--- config.mk ---
export PLATFORM = sky130hd
export DESIGN_NAME = tanc_lane
export DESIGN_NICKNAME = d
export VERILOG_FILES = /design/src/rtl/tanc_pkg.sv /design/src/rtl/tanc_lane.sv
export SDC_FILE = /design/constraint.sdc
export NUM_CORES = 2
export LEC_CHECK = 0
export BUFFER_PORTS_ARGS = -buffer_cell sky130_fd_sc_hd__buf_2
export CORE_MARGIN = 3
export CORE_UTILIZATION = 60
export DETAILED_ROUTE_END_ITERATION = 12
export GPL_TIMING_DRIVEN = 0
export PLACE_DENSITY_LB_ADDON = 0.3
export SYNTH_ARGS = -nofsm -noshare
export SYNTH_HDL_FRONTEND = slang
export SYNTH_SLANG_ARGS = --single-unit
--- constraint.sdc ---
create_clock -name clk -period 9.82 [get_ports clk]
set_input_delay 0.982 -clock clk [delete_from_list [all_inputs] [get_ports clk]]
set_output_delay 0.982 -clock clk [all_outputs]
set_load 0.05 [all_outputs]
--- src/rtl/tanc_pkg.sv ---
`timescale 1ns / 1ps
// shared types, constants and coefficient tables for the three-axis notch cascade
// no dependencies

package tanc_pkg;

    localparam int NUM_AXES        = 3;
    localparam int SAMPLE_WIDTH    = 32;
    localparam int COEFF_FRAC_BITS = 30;
    localparam int NUM_STAGES      = 3;

    localparam int COEFF_W = COEFF_FRAC_BITS + 2;
    localparam int PROD_W  = SAMPLE_WIDTH + COEFF_W;
    localparam int ACC_W   = PROD_W + 3;
    localparam int STG_W   = (NUM_STAGES > 1) ? $clog2(NUM_STAGES) : 1;
    localparam int TDATA_W = ((NUM_AXES * SAMPLE_WIDTH + 7) / 8) * 8;

    // q2.30 notch coefficients per stage: b0 (= b2), a1 (= b1), a2
    localparam longint Q30_B0 [NUM_STAGES] = '{64'sd845336060, 64'sd674715933, 64'sd380895493};
    localparam longint Q30_A1 [NUM_STAGES] = '{-64'sd1460611235, -64'sd650093760, 64'sd408188023};
    localparam longint Q30_A2 [NUM_STAGES] = '{64'sd616930295, 64'sd275690043, -64'sd311950837};

    // multiply-accumulate term order within one stage
    typedef logic [2:0] term_t;
    localparam term_t TERM_X0 = 3'd0;
    localparam term_t TERM_X1 = 3'd1;
    localparam term_t TERM_X2 = 3'd2;
    localparam term_t TERM_Y1 = 3'd3;
    localparam term_t TERM_Y2 = 3'd4;

    typedef logic signed [SAMPLE_WIDTH-1:0] sample_t;
    typedef logic signed [COEFF_W-1:0]      coeff_t;

    typedef struct packed {
        logic start;
        logic cascade;
        logic release_ok;
    } lane_ctrl_t;

    typedef struct packed {
        logic    busy;
        logic    done;
        sample_t y;
    } lane_status_t;

    // rescale a q2.30 constant to COEFF_FRAC_BITS, rounding half up
    function automatic coeff_t coeff_scale(input longint q);
        int sh;
        sh = 30 - COEFF_FRAC_BITS;
        if (sh == 0)
            return COEFF_W'(q);
        return COEFF_W'((q + (64'sd1 <<< (sh - 1))) >>> sh);
    endfunction

    // feedback terms carry the negated denominator coefficients
    function automatic coeff_t coeff_sel(input int unsigned s, input term_t t);
        coeff_t c;
        c = '0;
        case (t) inside
            TERM_X0, TERM_X2: c = coeff_scale(Q30_B0[s]);
            TERM_X1:          c = coeff_scale(Q30_A1[s]);
            TERM_Y1:          c = -coeff_scale(Q30_A1[s]);
            TERM_Y2:          c = -coeff_scale(Q30_A2[s]);
            default:          c = '0;
        endcase
        return c;
    endfunction

endpackage

--- src/rtl/tanc_lane.sv ---
`timescale 1ns / 1ps
// one axis lane: a shared multiply-accumulate that steps through the biquad stages
// depends on tanc_pkg

module tanc_lane (
    input  logic                  clk,
    input  logic                  rst_n,
    input  tanc_pkg::lane_ctrl_t  ctrl,
    input  tanc_pkg::sample_t     x_in,
    output tanc_pkg::lane_status_t status
);
    import tanc_pkg::*;

    typedef enum logic [3:0] {
        ST_IDLE  = 4'b0001,
        ST_MAC   = 4'b0010,
        ST_DRAIN = 4'b0100,
        ST_ROUND = 4'b1000
    } lane_state_t;

    lane_state_t                 state_reg, state_next;
    logic [STG_W-1:0]            stage_reg, stage_next;
    term_t                       term_reg, term_next;
    logic                        prod_vld_reg, prod_vld_next;
    logic                        done_reg, done_next;
    sample_t                     x_reg, x_next;
    sample_t                     y_reg, y_next;
    logic signed [ACC_W-1:0]     acc_reg, acc_next;
    logic signed [PROD_W-1:0]    prod_reg, prod_next;
    sample_t                     x1_reg [NUM_STAGES];
    sample_t                     x2_reg [NUM_STAGES];
    sample_t                     y1_reg [NUM_STAGES];
    sample_t                     y2_reg [NUM_STAGES];

    sample_t                     operand;
    coeff_t                      coeff;
    logic [STG_W-1:0]            last_stage;
    logic                        is_last;
    logic                        commit;
    logic signed [ACC_W-1:0]     rounded;
    logic signed [ACC_W-1:0]     sat_max;
    logic signed [ACC_W-1:0]     sat_min;
    sample_t                     y_sat;

    assign last_stage = ctrl.cascade ? STG_W'(NUM_STAGES - 1) : '0;
    assign is_last    = (stage_reg == last_stage);
    assign commit     = (state_reg == ST_ROUND) && (!is_last || ctrl.release_ok);

    always_comb
    begin
        case (term_reg)
            TERM_X0: operand = x_reg;
            TERM_X1: operand = x1_reg[stage_reg];
            TERM_X2: operand = x2_reg[stage_reg];
            TERM_Y1: operand = y1_reg[stage_reg];
            TERM_Y2: operand = y2_reg[stage_reg];
            default: operand = '0;
        endcase
        coeff = coeff_sel(int'(stage_reg), term_reg);
    end

    // floor((acc + half) / 2^k), then clamp to the sample range
    assign sat_max = ACC_W'({1'b0, {(SAMPLE_WIDTH-1){1'b1}}});
    assign sat_min = {{(ACC_W-SAMPLE_WIDTH+1){1'b1}}, {(SAMPLE_WIDTH-1){1'b0}}};
    assign rounded = (acc_reg + (ACC_W'(1) <<< (COEFF_FRAC_BITS - 1))) >>> COEFF_FRAC_BITS;

    always_comb
    begin
        if (rounded > sat_max)
            y_sat = sat_max[SAMPLE_WIDTH-1:0];
        else if (rounded < sat_min)
            y_sat = sat_min[SAMPLE_WIDTH-1:0];
        else
            y_sat = rounded[SAMPLE_WIDTH-1:0];
    end

    always_comb
    begin
        state_next    = state_reg;
        stage_next    = stage_reg;
        term_next     = term_reg;
        prod_vld_next = 1'b0;
        done_next     = 1'b0;
        x_next        = x_reg;
        y_next        = y_reg;
        prod_next     = prod_reg;
        acc_next      = prod_vld_reg ? acc_reg + ACC_W'(prod_reg) : acc_reg;
        unique case (state_reg)
            ST_IDLE:
            begin
                if (ctrl.start)
                begin
                    x_next     = x_in;
                    stage_next = '0;
                    term_next  = TERM_X0;
                    acc_next   = '0;
                    state_next = ST_MAC;
                end
            end
            ST_MAC:
            begin
                prod_next     = PROD_W'(operand * coeff);
                prod_vld_next = 1'b1;
                if (term_reg == TERM_Y2)
                    state_next = ST_DRAIN;
                else
                    term_next = term_reg + 3'd1;
            end
            ST_DRAIN:
            begin
                state_next = ST_ROUND;
            end
            ST_ROUND:
            begin
                if (commit)
                begin
                    if (is_last)
                    begin
                        y_next     = y_sat;
                        done_next  = 1'b1;
                        state_next = ST_IDLE;
                    end
                    else
                    begin
                        x_next     = y_sat;
                        stage_next = stage_reg + STG_W'(1);
                        term_next  = TERM_X0;
                        acc_next   = '0;
                        state_next = ST_MAC;
                    end
                end
            end
            default:
            begin
                state_next = ST_IDLE;
            end
        endcase
    end

    always_ff @(posedge clk or negedge rst_n)
    begin
        if (!rst_n)
        begin
            state_reg    <= ST_IDLE;
            prod_vld_reg <= 1'b0;
            done_reg     <= 1'b0;
            for (int s = 0; s < NUM_STAGES; s++)
            begin
                x1_reg[s] <= '0;
                x2_reg[s] <= '0;
                y1_reg[s] <= '0;
                y2_reg[s] <= '0;
            end
        end
        else
        begin
            state_reg    <= state_next;
            prod_vld_reg <= prod_vld_next;
            done_reg     <= done_next;
            if (commit)
            begin
                x2_reg[stage_reg] <= x1_reg[stage_reg];
                x1_reg[stage_reg] <= x_reg;
                y2_reg[stage_reg] <= y1_reg[stage_reg];
                y1_reg[stage_reg] <= y_sat;
            end
        end
    end

    always_ff @(posedge clk)
    begin
        stage_reg <= stage_next;
        term_reg  <= term_next;
        x_reg     <= x_next;
        y_reg     <= y_next;
        acc_reg   <= acc_next;
        prod_reg  <= prod_next;
    end

    assign status.busy = (state_reg != ST_IDLE);
    assign status.done = done_reg;
    assign status.y    = y_reg;

endmodule

==> impl_results.md <==
- Outcome: finished with violations
- Failing checks: setup timing
- IO Port Bufs: 70
- Core area: 108000 um^2
- Final Routed Wirelength: 265 mm
- Via/cell ratio: 6.29
- All-Layer GR Usage: 46.5%
- Initial core utilization: 60.9%
- Pre-CTS setup slack: -5.29 ns
- Xor/xnor share of the synthesized area: 2.07%
- Clock slew at reported path FFs: 0.06 ns
- Nets@finish: 8946
- Vias in the first global route: 56600
- Clock Latency Late Sink: 0.70 ns
- Top-count cell post-synth: inv_1
- Max-Cap Viols: 0
- Die H: 336 um
- CP Launch Type: flop
- Top cells by count, synth: 1153 x inv_1, 1087 x nand2_1, 1083 x fa_1
- Via count: 56800
- Most used DFF post-synth: dfrtp_1
- Final Hold Viols: 0
- Synth Area in Adders: 38.2%
- Largest net degree at the start of global routing: 124
- Synth warn: 0
- Unrepaired setup endpoints after global routing: true
- Post-synth EDFFs: 133
- Post-synth top area share: 33.1%
- Mean Syn Cell Area: 9.15 um^2
- Num ports: 71
- Slew headroom: 16.6%
- Fmax: 100 MHz
- Final worst slack: -0.144 ns
- Die area: 113000 um^2
- Fin Clk Skew: 0.0685 ns
- Post-route ant nets: 0
- CP max-delay cell: fa_2
- Arrival @ worst endpoint: 10.42 ns
- Slowest cell delay on critical path: 0.66 ns
- Final Setup Violations: 2
- # DRC: 0
- Length of the first detailed-routing pass in iterations: 6
- Max Buffers Root-to-Sink: 3
- Compound-Gate Fraction of Synth Area: 9.47%
- Main combinational cell family by area after synthesis: adder cells
- Critical Path Fanout Max: 10
- CP required: 10.27 ns
- Worst min-delay path class: in -> async
- Mapped Area: 65500 um^2
- FFs w/ async S/R, synth: 66.1%
- Final worst-path cycle share: 101%
- Most used cell along the critical path: fa_1
- Num CTS Buffers: 61
- Drt wl/cell: 29.3 um
- Area grow syn2layout: 17.1%
- Die width: 336 um
- Setup crit end kind: flop
- Gpl congestion: 1.06
- CTS H-Tree Depth: 2
- Slew @ Worst Pin: 1.25 ns
- Cts hold-fix bufs: 0
- Minimum clock period: 9.96 ns
- Netlist cell types: 82
- Max Slew Vio Count: 0
- CTS Root Buffer Type: clkbuf_16
- Mux share of post-synthesis cell area: 4.22%
- Register area share after synthesis: 23.0%
- Clk sinks: 590
- Initial antenna violation count: 14
- 1st-iter DRT viols: 7505
- Flip-flop and latch count after synthesis: 590
- Syn nets: 8544
- First-pass GRT wire length: 376 mm
- CTS tree: yes
- Synthesized instance count: 7159
- CP Class: reg -> reg
- Fraction of layout cells with a size suffix above 1: 16.3%
- Synth area leader: fa_1
- Area contributors post-synth: fa_1 33%, dfrtp_1 15%, inv_1 6.6%, nand2_1 6.2%, edfxtp_1 6.1%
- Row Count: 120
- Post-synthesis simple-gate area fraction: 14.1%
- Post-DP HPWL: 202 mm
- Total grt overflow: 0
-- area by class of cell --
| cell class | count | area [um^2] |
|---|---|---|
| Multi-Input combinational cell | 5024 | 47000 |
| Antenna cell | 10 | 25.0 |
| Tap cell | 1403 | 1760 |
| Clock inverter | 26 | 342 |
| Buffer | 353 | 3050 |
| Clock buffer | 90 | 1820 |
| Sequential cell | 590 | 15100 |
| Fill cell | 8154 | 30900 |
| Timing Repair Buffer | 375 | 3290 |
| Inverter | 1156 | 4370 |
-- timing repair --
item                                    4_1_cts  5_1_grt
pin swaps                                    73      125
gates resized for setup                     784      445
endpoints found under the setup margin       55       25
cloned                                        1        7
buffers inserted                            163      126
-- worst max-delay path, delay by kind of cell, from the launching register on --
kind	cells	cell delay, ns
AO/OA/AOI/OAI	4	0.77
XOR/XNOR	1	0.39
adder cells (fa/ha/maj)	9	4.52
buffers and inverters	12	1.74
flip-flops	1	0.40
AND/OR/NAND/NOR	10	1.87
-- kinds of logic (layout without fill, tap and decap cells) --
kind of cell             after synthesis  in the layout
AND/OR/NAND/NOR                     2189           2189
buffers and inverters               1545           2000
adder cells (fa/ha/maj)             1348           1348
AO/OA/AOI/OAI                       1068           1068
flip-flops                           590            590
multiplexers                         264            264
XOR/XNOR                             155            155
other                                  0             10
-- metrics by stage --
| step | area, um^2 | util (%) | TNS, ns | hold WS [ns] | cells |
|---|---|---|---|---|---|
| after floorplan | 65500 | - | 0 | 0.449 | 7159 |
| after global placement | 67600 | 62.8 | -147.32 | 0.461 | 8632 |
| after detailed placement | 67800 | 63.0 | -151.55 | 0.469 | 8640 |
| after CTS | 74100 | 68.8 | 0 | 0.155 | 8887 |
| after global routing | 76700 | 71.3 | -0.846 | 0.166 | 9018 |
| final | 76700 | 71.3 | -0.257 | 0.165 | 9027 |
-- placed cells by master (no fill, tap or decap), types with 39 or more instances in the layout --
master / count
xor2_1: 49
nand4_1: 60
a21o_1: 95
edfxtp_1: 133
nand2_1: 1062
and2_1: 39
a21oi_1: 156
a21oi_4: 54
fa_1: 1047
o21ai_0: 341
mux2i_1: 164
nand3_1: 46
clkbuf_1: 128
buf_12: 53
clkbuf_16: 77
buf_4: 275
xnor2_1: 94
o21ai_1: 134
buf_6: 60
clkbuf_8: 44
nor2_2: 49
ha_1: 234
a21oi_2: 53
inv_1: 1136
nor2_1: 679
dfrtp_1: 389
mux2_2: 96
dfxtp_1: 67
buf_2: 80
-- path summary, 6_finish.rpt --
check | from | endpoint | slack [ns] | cells past startpoint
max | stage_reg[1]$_SDFFCE_PN0P_ | prod_reg[61]$_DFFE_PP_ | -0.14 | 36
min | rst_n | x1_reg[61]$_DFFE_PN0P_ | 0.17 | 1
max reg2reg | stage_reg[1]$_SDFFCE_PN0P_ | prod_reg[61]$_DFFE_PP_ | -0.14 | 36
min reg2reg | state_reg[1]$_DFFE_PN0P_ | state_reg[3]$_DFFE_PN0P_ | 0.48 | 1
max in group asynchronous | rst_n | state_reg[1]$_DFFE_PN0P_ | 8.09 | 3
min in group clk | state_reg[1]$_DFFE_PN0P_ | state_reg[3]$_DFFE_PN0P_ | 0.48 | 1
-- per-layer routing --
metal	part of all wire [%]	routed length [um]	GRT usage, %	vias up
met5	0.054	144	0.511	-
met4	8.0	21200	27.9	13
met3	15	39600	17.2	1012
met2	40	107000	65.0	4085
met1	37	96700	61.9	28500
li1	-	-	-	23300
Power is not shown: default switching activity piles up to over one toggle a cycle in this logic, so the estimate is an artifact.
