File: src/rtl/tanc_pkg.sv
`timescale 1ns / 1ps
// shared types, constants and coefficient tables for the three-axis notch cascade
// no dependencies

package tanc_pkg;

    localparam int NUM_AXES        = 3;
    localparam int SAMPLE_WIDTH    = 32;
    localparam int COEFF_FRAC_BITS = 30;
    localparam int NUM_STAGES      = 3;

    localparam int COEFF_W = COEFF_FRAC_BITS + 2;
    localparam int PROD_W  = SAMPLE_WIDTH + COEFF_W;
    localparam int ACC_W   = PROD_W + 3;
    localparam int STG_W   = (NUM_STAGES > 1) ? $clog2(NUM_STAGES) : 1;
    localparam int TDATA_W = ((NUM_AXES * SAMPLE_WIDTH + 7) / 8) * 8;

    // q2.30 notch coefficients per stage: b0 (= b2), a1 (= b1), a2
    localparam longint Q30_B0 [NUM_STAGES] = '{64'sd845336060, 64'sd674715933, 64'sd380895493};
    localparam longint Q30_A1 [NUM_STAGES] = '{-64'sd1460611235, -64'sd650093760, 64'sd408188023};
    localparam longint Q30_A2 [NUM_STAGES] = '{64'sd616930295, 64'sd275690043, -64'sd311950837};

    // multiply-accumulate term order within one stage
    typedef logic [2:0] term_t;
    localparam term_t TERM_X0 = 3'd0;
    localparam term_t TERM_X1 = 3'd1;
    localparam term_t TERM_X2 = 3'd2;
    localparam term_t TERM_Y1 = 3'd3;
    localparam term_t TERM_Y2 = 3'd4;

    typedef logic signed [SAMPLE_WIDTH-1:0] sample_t;
    typedef logic signed [COEFF_W-1:0]      coeff_t;

    typedef struct packed {
        logic start;
        logic cascade;
        logic release_ok;
    } lane_ctrl_t;

    typedef struct packed {
        logic    busy;
        logic    done;
        sample_t y;
    } lane_status_t;

    // rescale a q2.30 constant to COEFF_FRAC_BITS, rounding half up
    function automatic coeff_t coeff_scale(input longint q);
        int sh;
        sh = 30 - COEFF_FRAC_BITS;
        if (sh == 0)
            return COEFF_W'(q);
        return COEFF_W'((q + (64'sd1 <<< (sh - 1))) >>> sh);
    endfunction

    // feedback terms carry the negated denominator coefficients
    function automatic coeff_t coeff_sel(input int unsigned s, input term_t t);
        coeff_t c;
        c = '0;
        case (t) inside
            TERM_X0, TERM_X2: c = coeff_scale(Q30_B0[s]);
            TERM_X1:          c = coeff_scale(Q30_A1[s]);
            TERM_Y1:          c = -coeff_scale(Q30_A1[s]);
            TERM_Y2:          c = -coeff_scale(Q30_A2[s]);
            default:          c = '0;
        endcase
        return c;
    endfunction

endpackage

File: src/rtl/tanc_merge.sv
`timescale 1ns / 1ps
// merge stage: gathers the lane results into one output beat and holds it
// depends on tanc_pkg

module tanc_merge (
    input  logic                                      clk,
    input  logic                                      rst_n,
    input  tanc_pkg::lane_status_t [tanc_pkg::NUM_AXES-1:0] lane_st,
    output logic                                      release_ok,
    output logic                                      m_tvalid,
    input  logic                                      m_tready,
    output logic [tanc_pkg::TDATA_W-1:0]              m_tdata
);
    import tanc_pkg::*;

    logic                 valid_reg, valid_next;
    logic [TDATA_W-1:0]   data_reg, data_next;
    logic                 all_done;

    always_comb
    begin
        all_done = 1'b1;
        data_next = '0;
        for (int i = 0; i < NUM_AXES; i++)
        begin
            all_done = all_done & lane_st[i].done;
            data_next[i*SAMPLE_WIDTH +: SAMPLE_WIDTH] = lane_st[i].y;
        end
    end

    // lanes finish their last stage only once the output slot is free or being emptied
    assign release_ok = !valid_reg || m_tready;

    always_comb
    begin
        valid_next = valid_reg;
        if (m_tready)
            valid_next = 1'b0;
        if (all_done)
            valid_next = 1'b1;
    end

    always_ff @(posedge clk or negedge rst_n)
    begin
        if (!rst_n)
            valid_reg <= 1'b0;
        else
            valid_reg <= valid_next;
    end

    always_ff @(posedge clk)
    begin
        if (all_done)
            data_reg <= data_next;
    end

    assign m_tvalid = valid_reg;
    assign m_tdata  = data_reg;

endmodule

File: config.mk
export PLATFORM = sky130hd
export DESIGN_NAME = tanc_merge
export DESIGN_NICKNAME = d
export VERILOG_FILES = /design/src/rtl/tanc_pkg.sv /design/src/rtl/tanc_merge.sv
export SDC_FILE = /design/constraint.sdc
export NUM_CORES = 1
export LEC_CHECK = 0
export BUFFER_PORTS_ARGS = -buffer_cell sky130_fd_sc_hd__buf_2
export CAP_MARGIN = 20
export CORE_AREA = 2 2 85 87
export DETAILED_ROUTE_END_ITERATION = 10
export DIE_AREA = 0 0 87 89
export GPL_TIMING_DRIVEN = 0
export HOLD_SLACK_MARGIN = 0.12
export PLACE_DENSITY = 0.91
export SLEW_MARGIN = 10
export SYNTH_ARGS = -nofsm -noshare
export SYNTH_HDL_FRONTEND = slang
export SYNTH_SLANG_ARGS = --single-unit
export TNS_END_PERCENT = 30
File: constraint.sdc
create_clock -name clk -period 1.4 [get_ports clk]
set_input_delay 0.28 -clock clk [delete_from_list [all_inputs] [get_ports clk]]
set_output_delay 0.28 -clock clk [all_outputs]
set_load 0.05 [all_outputs]
==> run metrics, run 1 <==
dpl ws -0.4007 ns; # DRC 0; element type at the critical path start flip-flop; nets 515; Root Driver clkbuf_8; vias per cell 4.543; Worst-path clk slew 0.09 ns; vias in the first global route 2502; clk buf depth 2; Synth area leader edfxtp_1; Worst Setup SP m_tvalid; FMAX 761.7 MHz; Req. time, crit path 1.12 ns; Num Clock Sinks 97; antenna violations before repair 0; Post-DP Area 4035 sq um; Avg Cell Area, Syn 29.39 sq um; Hold Path Class in -> async; Diodes inserted 0; H-tree Lvls 3; router iterations before antenna repair 4; RSZ-0062 raised after global routing no; Highest Signal Layer met4; Final Skew 0 ns; final instance area 5319 sq um; Routed WL per cell 17.93 um; final setup violation count 0; TritonCTS buffer count 9; total number of vias 2249; RR Startpoint m_tvalid; largest net degree at the start of global routing 50; share of layout cells above drive strength 1 52.77%; Final min period 1.313 ns; Final Core Density 79.16%; commonest cells after routing, fill and taps aside 198 x buf_2, 97 x dlygate4sd3_1, 96 x edfxtp_1, 9 x clkbuf_8, 4 x bufinv_16; Power Density 1263 nW/um^2; worst skew pair latency 0.33 ns; Routed Antenna Nets 0; Leak 2.248 nW; core area 6719 sq um; crit path capture type output pin; Worst IR Drop VDD 0.0008887 V; initial core utilization 43.74%; Final period util 93.78%; GP Congestion 0.7021; Final Slew Violations 0; final WL 8877 um; Synth Cell Area 2939 sq um; final std cells w/o fill 495; placed insts 379; met3 WL 906 um; relative slew slack 57.08%; Yosys warning total 0; grt total ovfl 0; row cnt 30; Synth Register Bits 97; final worst slack 0.08711 ns; register area share after synthesis 98.94%; first-pass GRT wire length 12600 um; Crit Path Class reg -> out; status finished, final reports clean; pin slew with the least headroom to its limit 0.6438 ns; met1 WL 2970 um; WP data arrival 1.03 ns; gr usage total 22.92%; die height 89 um; metal2 WL 4784 um; worst-path fanout max 2; I/O pin cnt 203; Post-Syn Instances 100; initial DRC count 123; Netlist cell types 5; Fill cells 359; Hold Vio Cnt, Final 0; Syn-to-layout area delta 80.97%; die area 7743 sq um; top-area cell type share of the netlist area 98.08%; Buffers on Ports 199; CTS tree done; max_cap viols 0; die width 87 um; most common cell after layout, fill and taps aside buf_2; Post-Syn Nets 205; dominant cells by area after synthesis edfxtp_1 98%, dfrtp_1 0.85%, nand2b_4 0.47%
-- cells by family (layout without fill, tap and decap cells) --
group | Yosys count | in the layout | share of synthesized area (%)
DFF | 97 | 97 | 98.94
buffers and inverters | 0 | 314 | 0
and+or+nand+nor | 3 | 4 | 1.064
-- repair_timing --
item	CTS	global route
endpoints found under the hold margin	97	0
hold buffers	97	0
gates cloned	1	0
resized for setup	2	0
endpoints found under the setup margin	91	1
buffers inserted	0	1
pin swaps	1	0
-- final cells by class --
type,count,area [sq um],share of cell area [%]
sequential,97,2908,54.67
timing repair buffer,298,2008,37.76
clock inverter,7,140.1,2.635
clock buffer,9,123.9,2.329
tap,80,100.1,1.882
multi-input combinational,4,38.79,0.7292
-- worst max-delay path, cell delays in order, from the launching register on --
cell	delay [ns]
dfrtp_1	0.40
nand2b_1	0.12
buf_6	0.17
-- power by group --
part	switching (mW)	internal, mW	total, mW
sequential	0.0400	3.34	3.38
clock	0.930	1.37	2.30
combinational	0.663	0.376	1.04
total	1.63	5.09	6.72
-- stage by stage --
step / power, mW / TNS [ns] / hold WS, ns
after global placement: 4.216 / -32.46 / 0.05489
after floorplan: 3.961 / -7.960 / -0.01559
after global routing: 6.926 / 0 / 0.2808
final: 6.719 / 0 / 0.2794
after detailed placement: 4.237 / -38.47 / 0.05643
after CTS: 6.725 / 0 / 0.2088
-- Yosys cell counts --
master / number
nand2b_1: 1
and3_4: 1
dfrtp_1: 1
edfxtp_1: 96
nand2b_4: 1
-- metal layers --
metal | global-route usage [%] | vias to the layer above
met2 | 40.67 | 172
met5 | 0 | -
met1 | 24.89 | 1037
met3 | 8.403 | 18
li1 | - | 1022
met4 | 9.517 | 0
-- worst paths after layout --
kind / cells past startpoint / endpoint / slack, ns
max: 2 / release_ok / 0.09
min: 2 / m_tvalid / 0.28
max reg2reg: 3 / m_tvalid / 0.59
min reg2reg: 3 / m_tvalid / 0.71
max in group asynchronous: 2 / m_tvalid / 1.03
min in group clk: 4 / m_tvalid / 0.37
-- flip-flops by register name, indices dropped and copies added (netlist names) --
| register | flops |
|---|---|
| m_tdata | 96 |
| m_tvalid | 1 |
Power figures use the tool's default switching activity.
==> run 2, diff against run 1 <==
--- a/config.mk
+++ b/config.mk
@@ -7,12 +7,14 @@
 export LEC_CHECK = 0
 export BUFFER_PORTS_ARGS = -buffer_cell sky130_fd_sc_hd__buf_2
 export CAP_MARGIN = 20
-export CORE_AREA = 2 2 85 87
+export CORE_AREA = 2 2 95 97
+export CTS_BUF_LIST = sky130_fd_sc_hd__clkbuf_4 sky130_fd_sc_hd__clkbuf_8 sky130_fd_sc_hd__clkbuf_16
+export CTS_CLUSTER_SIZE = 25
 export DETAILED_ROUTE_END_ITERATION = 10
-export DIE_AREA = 0 0 87 89
+export DIE_AREA = 0 0 97 99
 export GPL_TIMING_DRIVEN = 0
 export HOLD_SLACK_MARGIN = 0.12
-export PLACE_DENSITY = 0.91
+export PLACE_DENSITY = 0.77
 export SLEW_MARGIN = 10
 export SYNTH_ARGS = -nofsm -noshare
 export SYNTH_HDL_FRONTEND = slang
==> run 2 against run 1 <==
Compared with the run above:
- global-route usage fell by 5.3 points
- critical path depth fell by 1
- combinational power barely moved
- clock-buffer cell count rose by 2
- hold slack got worse by 0.045 ns
- clock power fell by 23%
- design area fell by 0.78%
- highest routed layer unchanged
- via count fell by 3.3%
- die area rose by 24%
- sequential power barely moved
- final cell count rose by 5.5%
- fmax fell by 1.6%
==> run metrics, run 2 (same netlist as run 1, synthesis figures left out) <==
status finished, final reports clean; Diodes inserted 0 (unchanged); crit path cell chain buf_2; GP Congestion 0.7484 (+6.6%); Worst path max stage delay 0.41 ns (about the same); Worst IR Drop VDD 0.0007513 V (-15%); # DRC 0 (unchanged); Power Density 1172 nW/um^2 (-7.2%); Sequential Area 2908 sq um (unchanged); antenna violations before repair 0 (unchanged); row cnt 34 (+13%); WP data arrival 1.05 ns (+0.02 ns); setup slack, reg-to-reg 0.71 ns (+0.12 ns); nets 514 (-0.19%); R2R depth 2 (-1); reg2reg end m_tvalid; Largest register FFs 96 (unchanged); first-pass GRT wire length 12630 um (+0.27%); sw frac 26.02% (+1.7 points); clock network fraction of design power 28.8% (-5.4 points); logic gate share of total power 16.7% (+1.2 points); Crit Path Class reg -> out; Syn-to-layout area delta 79.57%; Leak 2.208 nW (-1.8%); Buffers on Ports 199 (unchanged); Buf/Inv on CP 1 (unchanged); Num Clock Sinks 97 (unchanged); max_cap viols 0 (unchanged); Total Power 6.186 mW (-7.9%); crit path capture type output pin; I/O pin cnt 203 (unchanged); element type at the critical path start flip-flop; Fill cells 652 (+82%); worst skew pair latency 0.34 ns (about the same); grt total ovfl 0 (unchanged); initial core utilization 34.37% (-9.4 points); share of layout cells above drive strength 1 52.90% (+0.13 points); critical path's slowest cell dfrtp_1; NetSw 1.609 mW (-1.4%); Root Driver clkbuf_8; final WL 8492 um (-4.3%); H-tree Lvls 3 (unchanged); Routed WL per cell 16.27 um (-9.3%); RSZ-0062 raised after global routing no; relative slew slack 56.92% (-0.16 points); area of the multi-input gates 46.29 sq um (+19%); Hold Path Class in -> async; Pint 4.577 mW (-10%); Final min period 1.334 ns (+0.02122 ns); worst-path fanout max 2 (unchanged); commonest cells after routing, fill and taps aside 198 x buf_2, 97 x dlygate4sd3_1, 96 x edfxtp_1, 9 x clkbuf_8, 3 x clkinvlp_4; clk buf depth 2 (unchanged); delay-heaviest family, CP flip-flops; most common cell after layout, fill and taps aside buf_2; final setup violation count 0 (unchanged); pin slew with the least headroom to its limit 0.6463 ns (+0.002410 ns); vias in the first global route 2421 (-3.2%); CTS tree done; Final period util 95.29% (+1.5 points); RR Startpoint m_tvalid; initial DRC count 104 (-15%); Routed Antenna Nets 0 (unchanged); largest net degree at the start of global routing 50 (unchanged); router iterations before antenna repair 4 (unchanged); Final Slew Violations 0 (unchanged); TritonCTS buffer count 9 (unchanged); core area 8551 sq um (+27%); Hold Vio Cnt, Final 0 (unchanged); die width 97 um (+11%); total number of vias 2175 (-3.3%); die height 99 um (+11%); FMAX 749.6 MHz (-1.6%); die area 9603 sq um (+24%); setup TNS 0 ns (unchanged); Worst-path clk slew 0.09 ns (about the same); Reg power frac 54.6% (+4.2 points); Req. time, crit path 1.12 ns (about the same); vias per cell 4.167 (-8.3%); Final Core Density 61.72% (-17 points); gr usage total 17.64% (-5.3 points); Final Skew 0 ns (unchanged)
==> run 2: cell count changes in the layout (fill, tap and decap cells not counted), sizes merged <==
cell,previous run,this run
buf,201,200
bufinv,4,1
clkbuf,9,11
clkinvlp,1,3
inv,1,0
==> run 2: layout make-up <==
class,count,share of cell area [%]
flip-flops and latches,97,55.10
repair buffers,297,37.77
clock buffers,11,2.632
well taps,108,2.560
clock inverters,5,1.067
multi-input cells,4,0.8772
==> run 2: worst max-delay path by stage <==
| stage | cells past startpoint | slack [ns] | to | startpoint |
|---|---|---|---|---|
| floorplan | 1 | -0.08 | m_tdata[0] | lane_st[32] |
| global placement | 2 | -0.36 | m_tdata[40] | lane_st[66] |
| detailed placement | 2 | -0.43 | m_tdata[15] | lane_st[66] |
| CTS | 2 | 0.02 | release_ok | m_tvalid |
| global route | 1 | 0.02 | m_tvalid | m_tvalid |
| finish | 1 | 0.07 | m_tvalid | m_tvalid |
==> run 2: routing by layer <==
metal  global-route usage (%)  wire [um]  vias to the layer above
met5                        0          0                        -
met4                    5.634        148                        0
met3                    8.511        869                       12
met2                    30.66       4384                      127
met1                    19.05       3089                     1015
li1                         -          -                     1021
==> run 2: timing repair <==
action,4_1_cts,5_1_grt
pin swaps,1,0
buffers inserted,0,0
setup endpoints to repair,98,1
endpoints found under the hold margin,96,1
cloned,1,0
resized for setup,2,1
hold buffers,96,1
==> run 2: through the flow <==
step | instances | cell area (sq um) | setup slack [ns] | hold slack (ns)
2_1_floorplan | 100 | 2939 | -0.08250 | -0.01559
5_1_grt | 522 | 5278 | 0.02197 | 0.2234
3_3_place_gp | 407 | 4070 | -0.3573 | 0.05594
4_1_cts | 520 | 5240 | 0.02060 | 0.1202
3_5_place_dp | 407 | 4070 | -0.4272 | 0.05636
6_report | 522 | 5278 | 0.06588 | 0.2346
==> run 2: power by group through the flow <==
stage	Sequential (mW)	Clock, mW	Combinational (mW)
detailed placement	3.44	0	0.799
floorplan	3.92	0	0.0406
global placement	3.44	0	0.791
finish	3.38	1.78	1.03
global route	3.39	1.95	1.08
CTS	3.38	1.84	1.01
==> run 3, diff against run 2 <==
--- a/config.mk
+++ b/config.mk
@@ -8,7 +8,7 @@
 export BUFFER_PORTS_ARGS = -buffer_cell sky130_fd_sc_hd__buf_2
 export CAP_MARGIN = 20
 export CORE_AREA = 2 2 95 97
-export CTS_BUF_LIST = sky130_fd_sc_hd__clkbuf_4 sky130_fd_sc_hd__clkbuf_8 sky130_fd_sc_hd__clkbuf_16
+export CTS_BUF_LIST = sky130_fd_sc_hd__clkbuf_8
 export CTS_CLUSTER_SIZE = 25
 export DETAILED_ROUTE_END_ITERATION = 10
 export DIE_AREA = 0 0 97 99
==> run 3 against run 2 <==
Compared with the run above:
- utilization decreased by 0.088 points
- critical path depth unchanged
- non-clock buffer count is the same
- sequential power barely moved
- combinational power hardly changed
- sequential share of layout area rose by 0.079 points
- clock skew unchanged
- flip-flop and latch count is the same
- clock power shrank 3%
- hold slack barely moved
- power decreased by 0.81%
- register-to-register slack about the same
==> run metrics, run 3 (same netlist as run 1, synthesis figures left out) <==
Power Density 1164 nW/um^2 (-0.67%); metal2 WL 4397 um (+0.30%); final setup violation count 0 (unchanged); final std cells w/o fill 522 (unchanged); NetSw 1.612 mW (+0.18%); Final min period 1.334 ns (-0.000005200 ns); clock network fraction of design power 28.2% (-0.6 points); vias per cell 4.167 (unchanged); nets 514 (unchanged); Reg power frac 55.0% (+0.4 points); RSZ-0062 raised after global routing no; Routed Antenna Nets 0 (unchanged); TritonCTS buffer count 9 (unchanged); final instance area 5270 sq um (-0.14%); Diodes inserted 0 (unchanged); max_cap viols 0 (unchanged); # DRC 0 (unchanged); vias in the first global route 2421 (unchanged); status finished, final reports clean; Worst path max stage delay 0.41 ns (about the same); initial core utilization 34.37% (unchanged); relative slew slack 57.22% (+0.30 points); router iterations before antenna repair 4 (unchanged); Post-DP Area 4070 sq um (unchanged); hold_ws 0.2346 ns (+0.000008000 ns); Root Driver clkbuf_8; Largest register FFs 96 (unchanged); Worst IR Drop VDD 0.0007513 V (about the same); crit path capture type output pin; Pint 4.524 mW (-1.2%); total number of vias 2175 (unchanged); commonest cells after routing, fill and taps aside 198 x buf_2, 97 x dlygate4sd3_1, 96 x edfxtp_1, 9 x clkbuf_8, 3 x clkinvlp_4; die width 97 um (unchanged); Crit Path Class reg -> out; Leak 2.210 nW (about the same); Worst-path clk slew 0.09 ns (about the same); Final Core Density 61.63% (-0.088 points); Buf/Inv on CP 1 (unchanged); grt total ovfl 0 (unchanged); logic gate share of total power 16.8% (about the same); GP Congestion 0.7484 (unchanged); initial DRC count 89 (-14%); Hold Vio Cnt, Final 0 (unchanged); Highest Signal Layer met4; Num Clock Sinks 97 (unchanged); die height 99 um (unchanged); element type at the critical path start flip-flop; share of layout cells above drive strength 1 52.42% (-0.48 points); Buffers on Ports 199 (unchanged); worst skew pair latency 0.34 ns (about the same); dpl ws -0.4272 ns (unchanged); H-tree Lvls 3 (unchanged); antenna violations before repair 0 (unchanged); row cnt 34 (unchanged); gr usage total 17.64% (unchanged); I/O pin cnt 203 (unchanged); met1 WL 3090 um (about the same); final worst slack 0.06589 ns (+0.000005200 ns); Final period util 95.29% (about the same); Final Skew 0 ns (unchanged); most common cell after layout, fill and taps aside buf_2; met3 WL 867 um (-0.23%); critical path's slowest cell dfrtp_1; placed insts 407 (unchanged); Final Slew Violations 0 (unchanged); final WL 8504 um (+0.14%); Post-CTS Setup Repair Bufs 0 (unchanged); CTS tree done; largest net degree at the start of global routing 50 (unchanged); Syn-to-layout area delta 79.31%; FMAX 749.6 MHz (about the same); die area 9603 sq um (unchanged); clk buf depth 2 (unchanged); delay-heaviest family, CP flip-flops; Req. time, crit path 1.12 ns (about the same); first-pass GRT wire length 12630 um (unchanged); worst-path fanout max 2 (unchanged); Routed WL per cell 16.29 um (+0.14%); WP data arrival 1.05 ns (about the same); pin slew with the least headroom to its limit 0.6418 ns (-0.004479 ns); crit path cell chain buf_2; Hold Path Class in -> async; sw frac 26.27% (+0.26 points); core area 8551 sq um (unchanged)
==> run 3: per-stage QoR <==
step / power, mW / TNS [ns]
after CTS: 6.176 / 0
after global routing: 6.362 / 0
after floorplan: 3.961 / -7.960
after global placement: 4.231 / -34.12
final: 6.136 / 0
after detailed placement: 4.244 / -40.85
==> run 3: metal layers <==
metal	GRT usage, %	up-vias
li1	-	1021
met1	19.05	1015
met2	30.66	127
met3	8.511	12
met4	5.634	0
met5	0	-
==> run 3: repair_timing <==
| item | CTS | global route |
|---|---|---|
| cloned | 1 | 0 |
| pin swaps | 1 | 0 |
| resized for setup | 2 | 1 |
| hold endpoints to repair | 96 | 1 |
| hold buffers | 96 | 1 |
| setup endpoints to repair | 98 | 1 |
==> run 3: worst register-to-register path, cell delays in order, from the launching register on <==
cell      delay [ns]
dfrtp_1         0.43
nand2b_4        0.10
nand2b_4        0.06
==> run 3: power by group through the flow <==
stage	clock network (mW)	logic, mW	registers (mW)
4_1_cts	1.79	1.01	3.38
3_5_place_dp	0	0.799	3.44
3_3_place_gp	0	0.791	3.44
6_report	1.73	1.03	3.38
5_1_grt	1.89	1.08	3.39
2_1_floorplan	0	0.0406	3.92
==> run 3: final timing paths <==
kind / start / endpoint / slack (ns) / depth (start not counted)
max in group asynchronous: rst_n / m_tvalid / 1.08 / 2
worst min-delay path: rst_n / m_tvalid / 0.23 / 2
worst max register to register: m_tvalid / m_tvalid / 0.71 / 2
worst max-delay path: m_tvalid / m_tvalid / 0.07 / 1
worst min register to register: m_tvalid / m_tvalid / 0.59 / 2
min in group clk: m_tready / m_tvalid / 0.24 / 3
==> run 3: cell type report <==
type | instances | area (sq um)
Fill cell | 654 | 3281
Timing Repair Buffer | 297 | 1993
Multi-Input combinational cell | 4 | 46.29
Clock inverter | 7 | 63.81
Clock buffer | 9 | 123.9
Tap cell | 108 | 135.1
Sequential cell | 97 | 2908
